`src/hdl/qtp_dly.sv`:
```
// Enable-gated register delay line used to align operands across the pipeline.
`default_nettype none

module qtp_dly #(
  parameter int unsigned W = 64,
  parameter int unsigned N = 2
) (
  input  wire logic         clk,
  input  wire logic         en,
  input  wire logic [W-1:0] din,
  output logic      [W-1:0] dout
);

  logic [W-1:0] pipe [N];

  // shift one place per advancing cycle
  always_ff @(posedge clk) begin
    if (en) begin
      pipe[0] <= din;
      for (int i = 1; i < int'(N); i++) begin
        pipe[i] <= pipe[i-1];
      end
    end
  end

  assign dout = pipe[N-1];

endmodule

`default_nettype wire

```
`config.mk`:
```
export PLATFORM = sky130hd
export DESIGN_NAME = qtp_dly
export DESIGN_NICKNAME = d
export VERILOG_FILES = /design/src/hdl/qtp_dly.sv
export SDC_FILE = /design/constraint.sdc
export NUM_CORES = 1
export LEC_CHECK = 0
export ABC_AREA = 1
export ABC_CLOCK_PERIOD_IN_PS = 800
export BUFFER_PORTS_ARGS = -buffer_cell sky130_fd_sc_hd__buf_4
export CAP_MARGIN = 10
export CORE_ASPECT_RATIO = 0.6
export CORE_MARGIN = 1.5
export CORE_UTILIZATION = 40
export DETAILED_ROUTE_END_ITERATION = 8
export PLACE_DENSITY_LB_ADDON = 0.08
export SLEW_MARGIN = 20
export SYNTH_ARGS = -nofsm -noshare
export SYNTH_HDL_FRONTEND = slang
export SYNTH_SLANG_ARGS = --single-unit
```
`constraint.sdc`:
```
create_clock -name clk -period 0.8 [get_ports clk]
set_clock_uncertainty 0.15 [all_clocks]
set_input_delay 0.08 -clock clk [delete_from_list [all_inputs] [get_ports clk]]
set_output_delay 0.08 -clock clk [all_outputs]
set_load 0.01 [all_outputs]
```
== Word level (Yosys, flattened, before mapping) ==
Memories as Yosys holds them, arrays and structs flattened.
Cells that the tools add are included.
Word-level totals
  flip-flop bits (word level): 0
  input bits: 66
  output and inout bits: 64
  memory bits (writable): 128
  memories: 1
  word-level logic and storage cells: 3
Memory list
  pipe: depth 2, width 64, read ports 2, clocked after Yosys merged registers in 0, wr ports 2, RTL line 14  | logic [W-1:0] pipe [N];
Operators by class
  mux-type cells: 2
Operators with widths (number)
  $mux W1: 2

== Longest topological paths before layout ==
  depth after elaboration: 2
  mapped depth: 1
  mapped depth without buffers: 0

== Least setup slack after synthesis ==
Ideal clock, no wire load.
  path type: register to register
  start: mem pipe[0][36]
  end: mem pipe[1][36] (netlist: pipe[0][100]), data pin
  arrival: 0.323 ns
  library setup time: 0.266 ns
  stages on the path, launching flop included: 1
  path slack: 0.061 ns
  clock period less this slack: 0.739 ns
  buffers on the path: 0
  required time: 0.384 ns
  path through: edfxtp_1
RTL lines (RTL line)
  start: declaration: 14

==> run metrics <==
status finished with violations; failing checks hold timing, setup timing; Post-Synth Simple-Gate Area 0; FF/Latch Area 3844 µm²; maximum VDD drop 1564 µV; design area roughly 6700 µm²; number of global-route vias before repair 2,052; arrival time worst endpoint 0.97 ns; WL per Instance 13.60 µm; CP max stage delay 0.42 ns; Worst path slowest cell edfxtp_1; antenna fix cells 0; crit-path cells buf_6; crit share post-route 1.504; XOR/XNOR share of the synthesized area 0; DIE AREA 11,460 µm²; via count 2,023; Core Area approximately 11,000 µm²; Synthesis Warnings 0; relative slew slack 0.8807; DR pass1 iterations 4; main combinational cell family by area after synthesis buffers and inverters; Multi-input gate area 0 µm²; port bufs about 130; io pins 130; Largest register FFs 128; Vias/cell 3.974; RSZ-0062 raised after global routing true; worst-path fanout max 1; initial antenna violation count 0; register area share after synthesis 0.8889; Detailed Place HPWL 4398 µm; Cells after Synth 192; HP Class input port to flip-flop; total global-route track usage 0.1286; final setup fails 64; Fin. Hold Viols 3; R2R Path Start pipe[0][36]; Die X-Extent 137.2 µm; global route overflow 0; worst setup path start pipe[0][89]; Setup WS pre-CTS -0.1543 ns; Worst Tran Pin Value 0.1789 ns; family with the most delay on the worst path flip-flops; fmax 831.0 MHz; fraction of layout cells with a size suffix above 1 0.4703; Buf/Inv on CP 1; final core occ 0.6375; syn nets 258; Pwr Total between 15 and 20 mW; required time of the critical path 0.57 ns; postcts setup bufs 0; Die H 83.54 µm; clock sink count 128; total CTS buffers 17; Initial Util 0.4095; Setup CP Type flip-flop to output pin; num rows 29; Syn Area/Cell ~23 µm²; Slew Viols, Final 0; number of synthesized register bits 128; Final WS setup -0.4034 ns; First DRT Iteration DRCs 79; synthesized cell area between 4000 and 5000 µm²; register name with the most flops pipe; Largest regs pipe x128; Synth Area in Adders 0; CTS tree built; post-synthesis mux area share 0; PwrDens roughly 2700 nW/µm²; Period minus WS final approximately 1.2 ns; clock root buffer clkbuf_16; # fillers 748; Final GP Congestion 0.6893; startpoint types flip-flop; H-tree depth 4; largest net degree at the start of global routing 20; Compound-Gate Fraction of Synth Area 0; hold_ws -0.08178 ns; synth unique cells 2; Layout area overhead 55.67%; Clk Latency, worst-skew pair about 0.40 ns; Crit. End Element output pin; Clock Pin Slew Worst Setup and Hold Paths 0.05 ns; min-delay src en; CTS Buffer Depth 2; Post-DP Area 5214 µm²; Nets 423; wire length of the first global-routing pass 10,200 µm; number of antenna-violating nets in the routed design 0; Remaining DRCs 0; CTS Hold Bufs 64; Multi-In Gates 0; Max Cap Viol 0; P_leak approximately 2.6 nW; final wirelength 6923 µm
logic make-up after synthesis:
group / after synthesis
buffers and inverters: 64
DFF: 128
where the power goes:
group / total [mW] / internal [mW] / switching (mW)
clock network: 8.45 / 5.83 / 2.62
logic: 1.30 / 0.868 / 0.434
registers: 8.13 / 7.97 / 0.164
metrics by stage:
step                      cells  setup TNS (ns)
after detailed placement    413          -17.25
final                       509          -22.36
after floorplan             192               0
after global placement      413          -16.90
after CTS                   509          -23.93
after global routing        509          -25.17
layer usage:
layer  part of all wire  GRT usage  vias up
met2               0.45     0.1772       86
met4              0.011    0.06029        0
met1               0.46     0.1649      941
met3              0.082    0.07104        8
li1                   -          -      988
met5                  0          0        -
synth_stat cells (all sizes together):
| cell type | n | share of area |
|---|---|---|
| edfxtp | 128 | 0.89 |
| buf | 64 | 0.11 |
area by class of cell:
type | instances | area share
Clock inverter | 11 | 0.03141
Tap cell | 139 | 0.02584
Timing Repair Buffer | 210 | 0.3063
Sequential cell | 128 | 0.5710
Clock buffer | 21 | 0.06543
repair_timing:
| item | in CTS | in global routing |
|---|---|---|
| hold endpoints to repair | 67 | 3 |
| endpoints found under the setup margin | 65 | 68 |
| resized for setup | 30 | 30 |
final timing paths:
check / to / slack [ns] / depth (start not counted)
setup / recovery: dout[25] / -0.40 / 1
hold / removal: pipe[0][29] / -0.08 / 2
hold reg to reg: pipe[0][126] / 0.26 / 0
setup reg to reg: pipe[0][100] / 0.01 / 0
layout by cell type, fill, tap and decap left out:
master         count
edfxtp_1         128
buf_4             78
dlygate4sd3_1     64
buf_6             60
clkbuf_16         17
buf_12             8
bufinv_16          6
clkbuf_1           4
clkinv_2           3
clkinvlp_4         1
clkinv_4           1
Note: power is estimated with default switching activity, not from simulation.
